[src/rtl/assert_macros.svh]
// ----------------------------------------------------------------------------
// Assertion macros
// Shared concurrent assertion wrappers for the level meter RTL.
// ----------------------------------------------------------------------------
`ifndef ASSERT_MACROS_SVH
`define ASSERT_MACROS_SVH

// Clocked assertion, disabled while reset is high
`define LVM_ASSERT(name, clk, rst, prop, msg) \
   name: assert property (@(posedge clk) disable iff (rst) (prop)) else $error(msg);

// Clocked assertion that also holds during reset
`define LVM_ASSERT_ALWAYS(name, clk, prop, msg) \
   name: assert property (@(posedge clk) (prop)) else $error(msg);

`endif

[src/rtl/lvm_pkg.sv]
// ----------------------------------------------------------------------------
// Level meter package
// Payload types, register indexes, reset values and fixed widths.
// ----------------------------------------------------------------------------
`default_nettype none

package lvm_pkg;

   localparam int SAMPLE_BITS = 16;
   localparam int SUM_W       = 42;
   localparam int COUNT_W     = 17;
   localparam int QUOT_W      = 32;
   localparam int REM_W       = 18;
   localparam int ROOT_W      = 16;
   localparam int DIV_STEPS   = SUM_W;
   localparam int SQRT_STEPS  = ROOT_W;
   localparam int STEP_W      = $clog2(DIV_STEPS);
   localparam int QUEUE_DEPTH = 2;
   localparam int QUEUE_AW    = $clog2(QUEUE_DEPTH);
   localparam int CSR_W       = 17;

   localparam logic [15:0] UNITY_Q15 = 16'd32768;
   localparam logic [16:0] UNITY_Q16 = 17'd65536;

   localparam logic [15:0] CLIP_THRESHOLD_RESET = 16'd32440;
   localparam logic [16:0] PEAK_DECAY_RESET     = 17'd65208;
   localparam logic [15:0] RMS_FLOOR_RESET      = 16'd1;

   localparam logic [1:0] CSR_CLIP_THRESHOLD = 2'd0;
   localparam logic [1:0] CSR_PEAK_DECAY     = 2'd1;
   localparam logic [1:0] CSR_RMS_FLOOR      = 2'd2;

   typedef struct packed {
      logic signed [SAMPLE_BITS-1:0] sample;
      logic                          block_end;
   } lvm_req_type;

   typedef struct packed {
      logic [15:0] rms_level;
      logic [15:0] peak_level;
      logic        clip_seen;
      logic [15:0] min_rms;
      logic [15:0] max_rms;
   } lvm_rsp_type;

   typedef struct packed {
      logic [SUM_W-1:0]   sum;
      logic [COUNT_W-1:0] count;
      logic [15:0]        peak;
      logic               clip;
   } lvm_block_type;

   typedef struct packed {
      logic [15:0] clip_threshold;
      logic [16:0] peak_decay;
      logic [15:0] rms_floor;
   } lvm_cfg_type;

   typedef enum logic [2:0] {
      BK_IDLE,
      BK_DIV,
      BK_SQRT,
      BK_MUL,
      BK_DONE
   } lvm_back_state_type;

endpackage

`default_nettype wire

[src/rtl/lvm_front.sv]
// ----------------------------------------------------------------------------
// Level meter front end
// Accumulates sum of squares, peak, clip per block; a sample a cycle on accept.
// ----------------------------------------------------------------------------
`default_nettype none

module lvm_front
   import lvm_pkg::*;
#(
   parameter int MAX_BLOCK = 4096
) (
   input  wire logic          clock,
   input  wire logic          reset,
   input  wire logic          accept,
   input  wire lvm_req_type   req,
   input  wire logic [15:0]   clip_threshold,
   output logic               blk_push,
   output lvm_block_type      blk_data
);

`include "assert_macros.svh"

   localparam int CNT_W = $clog2(MAX_BLOCK + 1);

   logic [SUM_W-1:0] sum_ff, sum_in;
   logic [CNT_W-1:0] count_ff, count_in;
   logic [15:0]      peak_ff, peak_in;
   logic             clip_ff, clip_in;

   logic [15:0]      raw;
   logic [15:0]      mag;
   logic [31:0]      sq;
   logic [SUM_W:0]   sum_wide;
   logic [SUM_W-1:0] sum_sat;
   logic [CNT_W-1:0] count_nx;
   logic [15:0]      peak_nx;
   logic [15:0]      thr;
   logic             clip_nx;
   logic             close;

   always_comb begin
      raw      = req.sample;
      mag      = raw[15] ? (~raw + 16'd1) : raw;
      sq       = 32'(mag) * 32'(mag);
      sum_wide = {1'b0, sum_ff} + (SUM_W + 1)'(sq);
      sum_sat  = sum_wide[SUM_W] ? {SUM_W{1'b1}} : sum_wide[SUM_W-1:0];
      count_nx = count_ff + CNT_W'(1);
      peak_nx  = (mag > peak_ff) ? mag : peak_ff;
      thr      = (clip_threshold > UNITY_Q15) ? UNITY_Q15 : clip_threshold;
      clip_nx  = clip_ff | (mag >= thr);
      close    = req.block_end || (count_nx == CNT_W'(MAX_BLOCK));

      sum_in   = sum_ff;
      count_in = count_ff;
      peak_in  = peak_ff;
      clip_in  = clip_ff;
      blk_push = 1'b0;

      blk_data.sum   = sum_sat;
      blk_data.count = COUNT_W'(count_nx);
      blk_data.peak  = peak_nx;
      blk_data.clip  = clip_nx;

      if (accept) begin
         if (close) begin
            blk_push = 1'b1;
            sum_in   = '0;
            count_in = '0;
            peak_in  = '0;
            clip_in  = 1'b0;
         end else begin
            sum_in   = sum_sat;
            count_in = count_nx;
            peak_in  = peak_nx;
            clip_in  = clip_nx;
         end
      end
   end

   always_ff @(posedge clock) begin
      if (reset) begin
         sum_ff   <= '0;
         count_ff <= '0;
         peak_ff  <= '0;
         clip_ff  <= 1'b0;
      end else begin
         sum_ff   <= sum_in;
         count_ff <= count_in;
         peak_ff  <= peak_in;
         clip_ff  <= clip_in;
      end
   end

   `LVM_ASSERT(a_count_below_max, clock, reset, count_ff < CNT_W'(MAX_BLOCK), "block count reached limit")

endmodule

`default_nettype wire

[src/rtl/lvm_queue.sv]
// ----------------------------------------------------------------------------
// Level meter block queue
// Short FIFO of closed-block records between front and back end.
// ----------------------------------------------------------------------------
`default_nettype none

module lvm_queue
   import lvm_pkg::*;
(
   input  wire logic          clock,
   input  wire logic          reset,
   input  wire logic          push,
   input  wire lvm_block_type push_data,
   input  wire logic          pop,
   output logic               full,
   output logic               empty,
   output lvm_block_type      pop_data
);

`include "assert_macros.svh"

   lvm_block_type       entry_ff [QUEUE_DEPTH];
   logic [QUEUE_AW-1:0] wr_ptr_ff, wr_ptr_in;
   logic [QUEUE_AW-1:0] rd_ptr_ff, rd_ptr_in;
   logic [QUEUE_AW:0]   fill_ff, fill_in;
   logic                do_push;
   logic                do_pop;

   always_comb begin
      full      = (fill_ff == (QUEUE_AW + 1)'(QUEUE_DEPTH));
      empty     = (fill_ff == '0);
      do_push   = push && !full;
      do_pop    = pop && !empty;
      pop_data  = entry_ff[rd_ptr_ff];
      wr_ptr_in = do_push ? wr_ptr_ff + QUEUE_AW'(1) : wr_ptr_ff;
      rd_ptr_in = do_pop ? rd_ptr_ff + QUEUE_AW'(1) : rd_ptr_ff;
      fill_in   = fill_ff;
      if (do_push && !do_pop) begin
         fill_in = fill_ff + (QUEUE_AW + 1)'(1);
      end else if (do_pop && !do_push) begin
         fill_in = fill_ff - (QUEUE_AW + 1)'(1);
      end
   end

   always_ff @(posedge clock) begin
      if (do_push) begin
         entry_ff[wr_ptr_ff] <= push_data;
      end
   end

   always_ff @(posedge clock) begin
      if (reset) begin
         wr_ptr_ff <= '0;
         rd_ptr_ff <= '0;
         fill_ff   <= '0;
      end else begin
         wr_ptr_ff <= wr_ptr_in;
         rd_ptr_ff <= rd_ptr_in;
         fill_ff   <= fill_in;
      end
   end

   `LVM_ASSERT(a_no_push_full, clock, reset, push |-> !full, "block record pushed into full queue")
   `LVM_ASSERT(a_fill_bound, clock, reset, fill_ff <= (QUEUE_AW + 1)'(QUEUE_DEPTH), "queue fill out of range")

endmodule

`default_nettype wire

[src/rtl/lvm_back.sv]
// ----------------------------------------------------------------------------
// Level meter back end
// Per-block divide, square root, peak decay and min/max update.
// ----------------------------------------------------------------------------
`default_nettype none

module lvm_back
   import lvm_pkg::*;
(
   input  wire logic          clock,
   input  wire logic          reset,
   input  wire logic          blk_empty,
   input  wire lvm_block_type blk_data,
   output logic               blk_pop,
   input  wire lvm_cfg_type   cfg,
   output logic               rsp_empty,
   input  wire logic          rsp_pop,
   output lvm_rsp_type        rsp_data
);

`include "assert_macros.svh"

   lvm_back_state_type state_ff, state_in;

   logic [SUM_W-1:0]   dvd_ff, dvd_in;
   logic [COUNT_W-1:0] dsr_ff, dsr_in;
   logic [QUOT_W-1:0]  quot_ff, quot_in;
   logic [REM_W-1:0]   rem_ff, rem_in;
   logic [ROOT_W-1:0]  root_ff, root_in;
   logic [STEP_W-1:0]  step_ff, step_in;
   logic [15:0]        bpeak_ff, bpeak_in;
   logic               bclip_ff, bclip_in;
   logic [32:0]        prod_ff, prod_in;

   logic [15:0]        peak_hold_ff, peak_hold_in;
   logic               clip_sticky_ff, clip_sticky_in;
   logic [15:0]        lowest_ff, lowest_in;
   logic [15:0]        highest_ff, highest_in;

   logic               out_valid_ff, out_valid_in;
   lvm_rsp_type        out_ff, out_in;

   logic [REM_W-1:0]   div_sh;
   logic [REM_W-1:0]   div_dsr;
   logic               div_ge;
   logic [REM_W-1:0]   sq_sh;
   logic [REM_W-1:0]   sq_trial;
   logic               sq_ge;
   logic [16:0]        dec;
   logic [15:0]        decayed;
   logic [15:0]        peak_new;
   logic               commit;

   always_comb begin
      div_sh   = {rem_ff[REM_W-2:0], dvd_ff[SUM_W-1]};
      div_dsr  = REM_W'(dsr_ff);
      div_ge   = (div_sh >= div_dsr);
      sq_sh    = {rem_ff[REM_W-3:0], quot_ff[QUOT_W-1 -: 2]};
      sq_trial = {root_ff, 2'b01};
      sq_ge    = (sq_sh >= sq_trial);
      dec      = (cfg.peak_decay > UNITY_Q16) ? UNITY_Q16 : cfg.peak_decay;
      decayed  = prod_ff[31:16];
      peak_new = (bpeak_ff > decayed) ? bpeak_ff : decayed;

      state_in       = state_ff;
      dvd_in         = dvd_ff;
      dsr_in         = dsr_ff;
      quot_in        = quot_ff;
      rem_in         = rem_ff;
      root_in        = root_ff;
      step_in        = step_ff;
      bpeak_in       = bpeak_ff;
      bclip_in       = bclip_ff;
      prod_in        = prod_ff;
      peak_hold_in   = peak_hold_ff;
      clip_sticky_in = clip_sticky_ff;
      lowest_in      = lowest_ff;
      highest_in     = highest_ff;
      out_in         = out_ff;
      blk_pop        = 1'b0;
      commit         = 1'b0;

      unique case (state_ff)
         BK_IDLE: begin
            if (!blk_empty) begin
               blk_pop  = 1'b1;
               dvd_in   = blk_data.sum;
               dsr_in   = blk_data.count;
               bpeak_in = blk_data.peak;
               bclip_in = blk_data.clip;
               quot_in  = '0;
               rem_in   = '0;
               root_in  = '0;
               step_in  = '0;
               state_in = BK_DIV;
            end
         end
         BK_DIV: begin
            rem_in  = div_ge ? (div_sh - div_dsr) : div_sh;
            dvd_in  = {dvd_ff[SUM_W-2:0], 1'b0};
            quot_in = {quot_ff[QUOT_W-2:0], div_ge};
            step_in = step_ff + STEP_W'(1);
            if (step_ff == STEP_W'(DIV_STEPS - 1)) begin
               rem_in   = '0;
               step_in  = '0;
               state_in = BK_SQRT;
            end
         end
         BK_SQRT: begin
            rem_in  = sq_ge ? (sq_sh - sq_trial) : sq_sh;
            root_in = {root_ff[ROOT_W-2:0], sq_ge};
            quot_in = {quot_ff[QUOT_W-3:0], 2'b00};
            step_in = step_ff + STEP_W'(1);
            if (step_ff == STEP_W'(SQRT_STEPS - 1)) begin
               step_in  = '0;
               state_in = BK_MUL;
            end
         end
         BK_MUL: begin
            prod_in  = 33'(peak_hold_ff) * 33'(dec);
            state_in = BK_DONE;
         end
         BK_DONE: begin
            if (!out_valid_ff || rsp_pop) begin
               commit         = 1'b1;
               peak_hold_in   = peak_new;
               clip_sticky_in = clip_sticky_ff | bclip_ff;
               if ((root_ff > cfg.rms_floor) && (root_ff < lowest_ff)) begin
                  lowest_in = root_ff;
               end
               if (root_ff > highest_ff) begin
                  highest_in = root_ff;
               end
               out_in.rms_level  = root_ff;
               out_in.peak_level = peak_new;
               out_in.clip_seen  = clip_sticky_ff | bclip_ff;
               out_in.min_rms    = ((root_ff > cfg.rms_floor) && (root_ff < lowest_ff))
                                   ? root_ff : lowest_ff;
               out_in.max_rms    = (root_ff > highest_ff) ? root_ff : highest_ff;
               state_in          = BK_IDLE;
            end
         end
         default: begin
            state_in = BK_IDLE;
         end
      endcase

      out_valid_in = out_valid_ff;
      if (rsp_pop && out_valid_ff) begin
         out_valid_in = 1'b0;
      end
      if (commit) begin
         out_valid_in = 1'b1;
      end

      rsp_empty = !out_valid_ff;
      rsp_data  = out_ff;
   end

   always_ff @(posedge clock) begin
      if (reset) begin
         state_ff <= BK_IDLE;
      end else begin
         state_ff <= state_in;
      end
   end

   always_ff @(posedge clock) begin
      if (reset) begin
         out_valid_ff   <= 1'b0;
         step_ff        <= '0;
         peak_hold_ff   <= '0;
         clip_sticky_ff <= 1'b0;
         lowest_ff      <= UNITY_Q15;
         highest_ff     <= '0;
      end else begin
         out_valid_ff   <= out_valid_in;
         step_ff        <= step_in;
         peak_hold_ff   <= peak_hold_in;
         clip_sticky_ff <= clip_sticky_in;
         lowest_ff      <= lowest_in;
         highest_ff     <= highest_in;
      end
   end

   always_ff @(posedge clock) begin
      dvd_ff   <= dvd_in;
      dsr_ff   <= dsr_in;
      quot_ff  <= quot_in;
      rem_ff   <= rem_in;
      root_ff  <= root_in;
      bpeak_ff <= bpeak_in;
      bclip_ff <= bclip_in;
      prod_ff  <= prod_in;
      out_ff   <= out_in;
   end

   `LVM_ASSERT(a_rms_range, clock, reset, (state_ff == BK_DONE) |-> (root_ff <= UNITY_Q15), "block RMS above full scale")
   `LVM_ASSERT(a_pop_idle_only, clock, reset, blk_pop |-> (state_ff == BK_IDLE && !blk_empty), "block record taken while busy")

endmodule

`default_nettype wire

[src/rtl/audio_block_level_meter_unit.sv]
// Throughput: one sample per cycle while req_full is low; the back end finishes
//   one block (42-step divider, 16-step square root, multiply, commit) before it
//   takes the next, with two closed blocks queued.
// Reset: synchronous, active high; clears accumulators, queue and result, sets
//   min RMS to 1.0 and the registers to their defaults.
// ----------------------------------------------------------------------------
// Audio block level meter
// Block RMS, decaying peak hold, sticky clip and min/max RMS per block.
// ----------------------------------------------------------------------------
`default_nettype none

module audio_block_level_meter_unit
   import lvm_pkg::*;
#(
   parameter int MAX_BLOCK = 4096
) (
   input  wire logic             clock,
   input  wire logic             reset,
   input  wire logic             req_push,
   output logic                  req_full,
   input  wire lvm_req_type      req_data,
   output logic                  rsp_empty,
   input  wire logic             rsp_pop,
   output lvm_rsp_type           rsp_data,
   input  wire logic             csr_we,
   input  wire logic [1:0]       csr_index,
   input  wire logic [CSR_W-1:0] csr_wdata
);

   lvm_cfg_type   cfg_ff, cfg_in;
   logic          accept;
   logic          blk_push;
   lvm_block_type blk_push_data;
   logic          blk_pop;
   logic          blk_full;
   logic          blk_empty;
   lvm_block_type blk_pop_data;

   always_comb begin
      cfg_in = cfg_ff;
      if (csr_we) begin
         unique case (csr_index)
            CSR_CLIP_THRESHOLD: cfg_in.clip_threshold = csr_wdata[15:0];
            CSR_PEAK_DECAY:     cfg_in.peak_decay     = csr_wdata[16:0];
            CSR_RMS_FLOOR:      cfg_in.rms_floor      = csr_wdata[15:0];
            default: begin
            end
         endcase
      end
      req_full = blk_full;
      accept   = req_push && !blk_full;
   end

   always_ff @(posedge clock) begin
      if (reset) begin
         cfg_ff.clip_threshold <= CLIP_THRESHOLD_RESET;
         cfg_ff.peak_decay     <= PEAK_DECAY_RESET;
         cfg_ff.rms_floor      <= RMS_FLOOR_RESET;
      end else begin
         cfg_ff <= cfg_in;
      end
   end

   lvm_front #(
      .MAX_BLOCK (MAX_BLOCK)
   ) u_front (
      .clock          (clock),
      .reset          (reset),
      .accept         (accept),
      .req            (req_data),
      .clip_threshold (cfg_ff.clip_threshold),
      .blk_push       (blk_push),
      .blk_data       (blk_push_data)
   );

   lvm_queue u_queue (
      .clock     (clock),
      .reset     (reset),
      .push      (blk_push),
      .push_data (blk_push_data),
      .pop       (blk_pop),
      .full      (blk_full),
      .empty     (blk_empty),
      .pop_data  (blk_pop_data)
   );

   lvm_back u_back (
      .clock     (clock),
      .reset     (reset),
      .blk_empty (blk_empty),
      .blk_data  (blk_pop_data),
      .blk_pop   (blk_pop),
      .cfg       (cfg_ff),
      .rsp_empty (rsp_empty),
      .rsp_pop   (rsp_pop),
      .rsp_data  (rsp_data)
   );

endmodule

`default_nettype wire
[config.mk]
export PLATFORM = sky130hd
export DESIGN_NAME = audio_block_level_meter_unit
export DESIGN_NICKNAME = d
export VERILOG_FILES = /design/src/rtl/lvm_pkg.sv /design/src/rtl/lvm_front.sv /design/src/rtl/lvm_queue.sv /design/src/rtl/lvm_back.sv /design/src/rtl/audio_block_level_meter_unit.sv
export VERILOG_INCLUDE_DIRS = /design/src /design/src/rtl
export SDC_FILE = /design/constraint.sdc
export NUM_CORES = 2
export LEC_CHECK = 0
export BUFFER_PORTS_ARGS = -buffer_cell sky130_fd_sc_hd__buf_2
export CORE_UTILIZATION = 45
export CTS_CLUSTER_SIZE = 16
export DETAILED_ROUTE_END_ITERATION = 8
export PLACE_DENSITY = 0.67
export SLEW_MARGIN = 20
export SYNTH_ARGS = -nofsm -noshare
export SYNTH_HDL_FRONTEND = slang
export SYNTH_SLANG_ARGS = --single-unit
[constraint.sdc]
create_clock -name clock -period 7.55 [get_ports clock]
set_clock_uncertainty 0.05 [all_clocks]
set_input_delay 0.3775 -clock clock [delete_from_list [all_inputs] [get_ports clock]]
set_output_delay 0.3775 -clock clock [all_outputs]
set_load 0.02 [all_outputs]
==> flow_summary.toml <==
[routing]
first_pass_iters = 5
routed-wl-met2_um = 45900
top_layer = "met4"
drtIter0Drc = 1858
vias_per_cell = 5.18
wl_per_cell_um = 16.9
wl_met1_um = 44500
post-route-drc-count = 0
dr_wl_met3_um = 4380
postRouteAntennaNets = 0
vias = 29563
wl_um = 96400

[cells_and_area]
num-nets-final = 5185
synthToLayoutAreaGrowth_pct = 14.0
finalNonFillerCells = 5705
drive_gt1_frac = 0.128

[timing]
rsz0062_at_grt = "true"
hold_viol_final = 0
timing_max_transition_violations_final = 0
layout_min_cycle_time_ns = 7.36
timing.final.crit_share = 0.974
tightest_slew_ns = 1.10
finalSetupViolCount = 0
max_freq_mhz = 136
slew_headroom = 0.268
fin_ws_ns = 0.194

[logic_synthesis]
ys_seq_area_frac = 0.348
async_reset_ff_frac = 0
synth_top_family_by_area = "adder cells"
syn_area_um2 = 41900
synthAdderAreaFrac = 0.291
ys_warn_count = 0
synth_xor_xnor_area_share = 0.0245
synth_simple_gate_area_share = 0.119
synth-compound-area-share = 0.0940
synth_edf_count = 362
ys_ff_latch = 547
synth_cells = 4145
synth_cell_types = 84
muxShareOfSynthArea = 0.0442
ys.flop_type = "edfxtp_1"
syn_avg_cell_area_um2 = 10.1

[job]
maxCapViolations = 0

[place]
post-place-ws_ns = -0.296
place_inst = 5567
dpl.hpwl_um = 73100
numPortBuffers = 107
gp_congestion = 0.892

[critical_path]
worstPathMaxFanout = 9
cp-end-kind = "flip-flop"
worstSetupStartpoint = "cfg_ff[27]$_SDFFE_PP1P_"
path_common_cell = "fa_1"
critPathRequiredTime_ns = 7.85
worstSetupPathType = "reg -> reg"
worst_path_max_delay_cell = "fa_1"
worst-endpoint-arrival_ns = 7.65
r2r_start = "cfg_ff[27]$_SDFFE_PP1P_"
cp-start-kind = "flip-flop"
crit_path_max_incr_delay_ns = 0.56

[die]
coreArea_um2 = 91900
die_w_um = 307
fp-row-count = 111
start_util = 0.455
die_height_um = 307
die_area_um2 = 94300
io_pins = 108

[clock_tree]
cts_tree = "built"
root_buffer = "clkbuf_16"
clkLatencyLatePin_ns = 0.66
htreeDepth = 2
cts_buffers = 59
clock_sinks = 547
cts_buffer_depth = 3
clk_pin_slew_ns = 0.06

[global_route]
grt_util_all_layers = 0.210
grt_max_degree = 77
grt_overflow = 0
grt_pass1_vias = 30388
antenna_found_initial = 1
grt_pass1_wl_um = 159000

[run_status]
run_status = "finished clean"

[worst_hold_path]
hp-start = "req_data[0]"
hp-class = "in -> reg"
==> worst max-delay path: cells and delay by family, from the launching register on <==
kind,cells,cell delay [ns]
DFF,1,0.33
AOI/OAI and AO/OA,8,1.75
buffers and inverters,8,0.96
and+or+nand+nor,5,0.68
adders and majority gates,7,3.29
==> Yosys cell counts (6+ instances only) <==
cell / instances / share of area
inv_1: 696 / 0.062
nand2_1: 523 / 0.047
fa_1: 399 / 0.19
edfxtp_1: 362 / 0.26
ha_1: 335 / 0.10
nor2_1: 233 / 0.021
dfxtp_1: 185 / 0.088
a21oi_1: 156 / 0.019
clkbuf_1: 147 / 0.013
mux2i_1: 132 / 0.032
o21ai_0: 131 / 0.016
and2_1: 101 / 0.015
a22o_1: 82 / 0.017
xnor2_1: 70 / 0.015
a21o_1: 53 / 0.0095
mux2_2: 47 / 0.013
xor2_1: 47 / 0.0098
nand3_1: 42 / 0.0050
nand4_1: 36 / 0.0054
nor2b_1: 35 / 0.0052
nor3_1: 26 / 0.0031
o31a_1: 22 / 0.0046
nand2b_1: 19 / 0.0028
o22ai_1: 19 / 0.0028
o21a_1: 16 / 0.0029
nor4_1: 15 / 0.0022
buf_2: 14 / 0.0017
o211ai_1: 14 / 0.0025
o21bai_1: 13 / 0.0023
and3_1: 11 / 0.0016
a211oi_1: 10 / 0.0018
buf_1: 9 / 0.00081
o21ai_1: 9 / 0.0011
or3_1: 9 / 0.0013
a31oi_1: 8 / 0.0012
nand3b_1: 8 / 0.0014
nor3b_1: 7 / 0.0013
a41oi_1: 6 / 0.0013
and4_1: 6 / 0.0013
or2_2: 6 / 0.00090
==> logic make-up (layout without fill, tap and decap cells) <==
logic type	Yosys count	after routing
other cells	2	11
mux	179	179
buf+inv	877	1185
simple gates	1094	1094
flops	547	547
fa+ha+maj	734	734
xor+xnor	117	117
compound gates	595	595
==> path summary, 6_finish.rpt <==
kind / end / slack [ns] / cells after the start
setup / recovery: u_back.prod_ff[30]$_DFFE_PP_ / 0.19 / 28
hold / removal: u_front.count_ff[10]$_SDFFE_PP0P_ / 0.08 / 4
setup reg to reg: u_back.prod_ff[30]$_DFFE_PP_ / 0.19 / 28
hold reg to reg: cfg_ff[4]$_SDFFE_PP0P_ / 0.41 / 2
==> per-layer routing <==
metal / vias to the layer above / GRT usage
li1: 14206 / -
met3: 105 / 0.0218
met4: 0 / 0.0419
met1: 14624 / 0.291
met5: - / 0
met2: 628 / 0.356
==> timing repair <==
action,CTS,global route
endpoints found under the hold margin,41,0
buffers inserted,0,6
gates resized for setup,3,20
cloned,0,1
hold buffers,17,0
pin swaps,2,24
endpoints found under the setup margin,1,23
==> cell usage in the layout, fill, tap and decap left out, types with 11 or more instances in the layout <==
master         netlist  final
o211ai_1            14     14
nand2b_1            19     19
a22o_1              82     82
dlygate4sd3_1        0     17
o21ai_0            131    128
clkbuf_16            0     59
o31a_1              22     22
nand4_1             36     36
a21oi_1            156    153
and2_1             101    101
clkbuf_1           147     13
edfxtp_1           362    362
nor4_1              15     12
o21a_1              16     16
nand3_1             42     42
mux2i_1            132    132
ha_1               335    329
nand2_1            523    512
nor2_1             233    231
nand2_2              0     11
fa_1               399    398
nor2b_1             35     27
o21bai_1            13     12
inv_1              696    695
mux2_2              47     47
o22ai_1             19     19
buf_2               14    107
buf_4                1    234
xnor2_1             70     70
a21o_1              53     53
dfxtp_1            185    184
xor2_1              47     47
nor3_1              26     26
==> sequential cells by signal (all words and copies together), names as in the netlist, 16 cells and up, named ones only <==
name                 cells
u_back.rem_ff           17
u_queue.entry_ff       144
u_back.bpeak_ff         16
u_back.highest_ff       16
u_back.lowest_ff        16
u_back.prod_ff          16
u_front.peak_ff         16
u_back.peak_hold_ff     16
u_back.root_ff          16
u_front.sum_ff          42
cfg_ff                  49
u_back.rsp_data         65
u_back.dvd_ff           42
u_back.quot_ff          32
==> metrics by stage <==
step	util	hold slack (ns)	cell area, um2	setup TNS [ns]
final	0.519	0.0837	47700	0
after global routing	0.519	0.0885	47700	-0.143
after CTS	0.517	0.0469	47600	0
after detailed placement	0.494	0.398	45400	-17.58
after global placement	0.494	0.390	45400	-8.58
after floorplan	-	0.379	42100	-0.0935
==> layout make-up <==
| class | count | area, um2 |
|---|---|---|
| Sequential cell | 547 | 14600 |
| Clock buffer | 82 | 1660 |
| Antenna cell | 1 | 2.50 |
| Tap cell | 1243 | 1560 |
| Inverter | 704 | 2660 |
| Multi-Input combinational cell | 2729 | 24400 |
| Timing Repair Buffer | 369 | 2640 |
| Clock inverter | 30 | 290 |
| Fill cell | 8253 | 44200 |
Power is left out: the tool's default activity adds up to more than one toggle a clock period on the data nets, which glitch-free logic cannot reach.
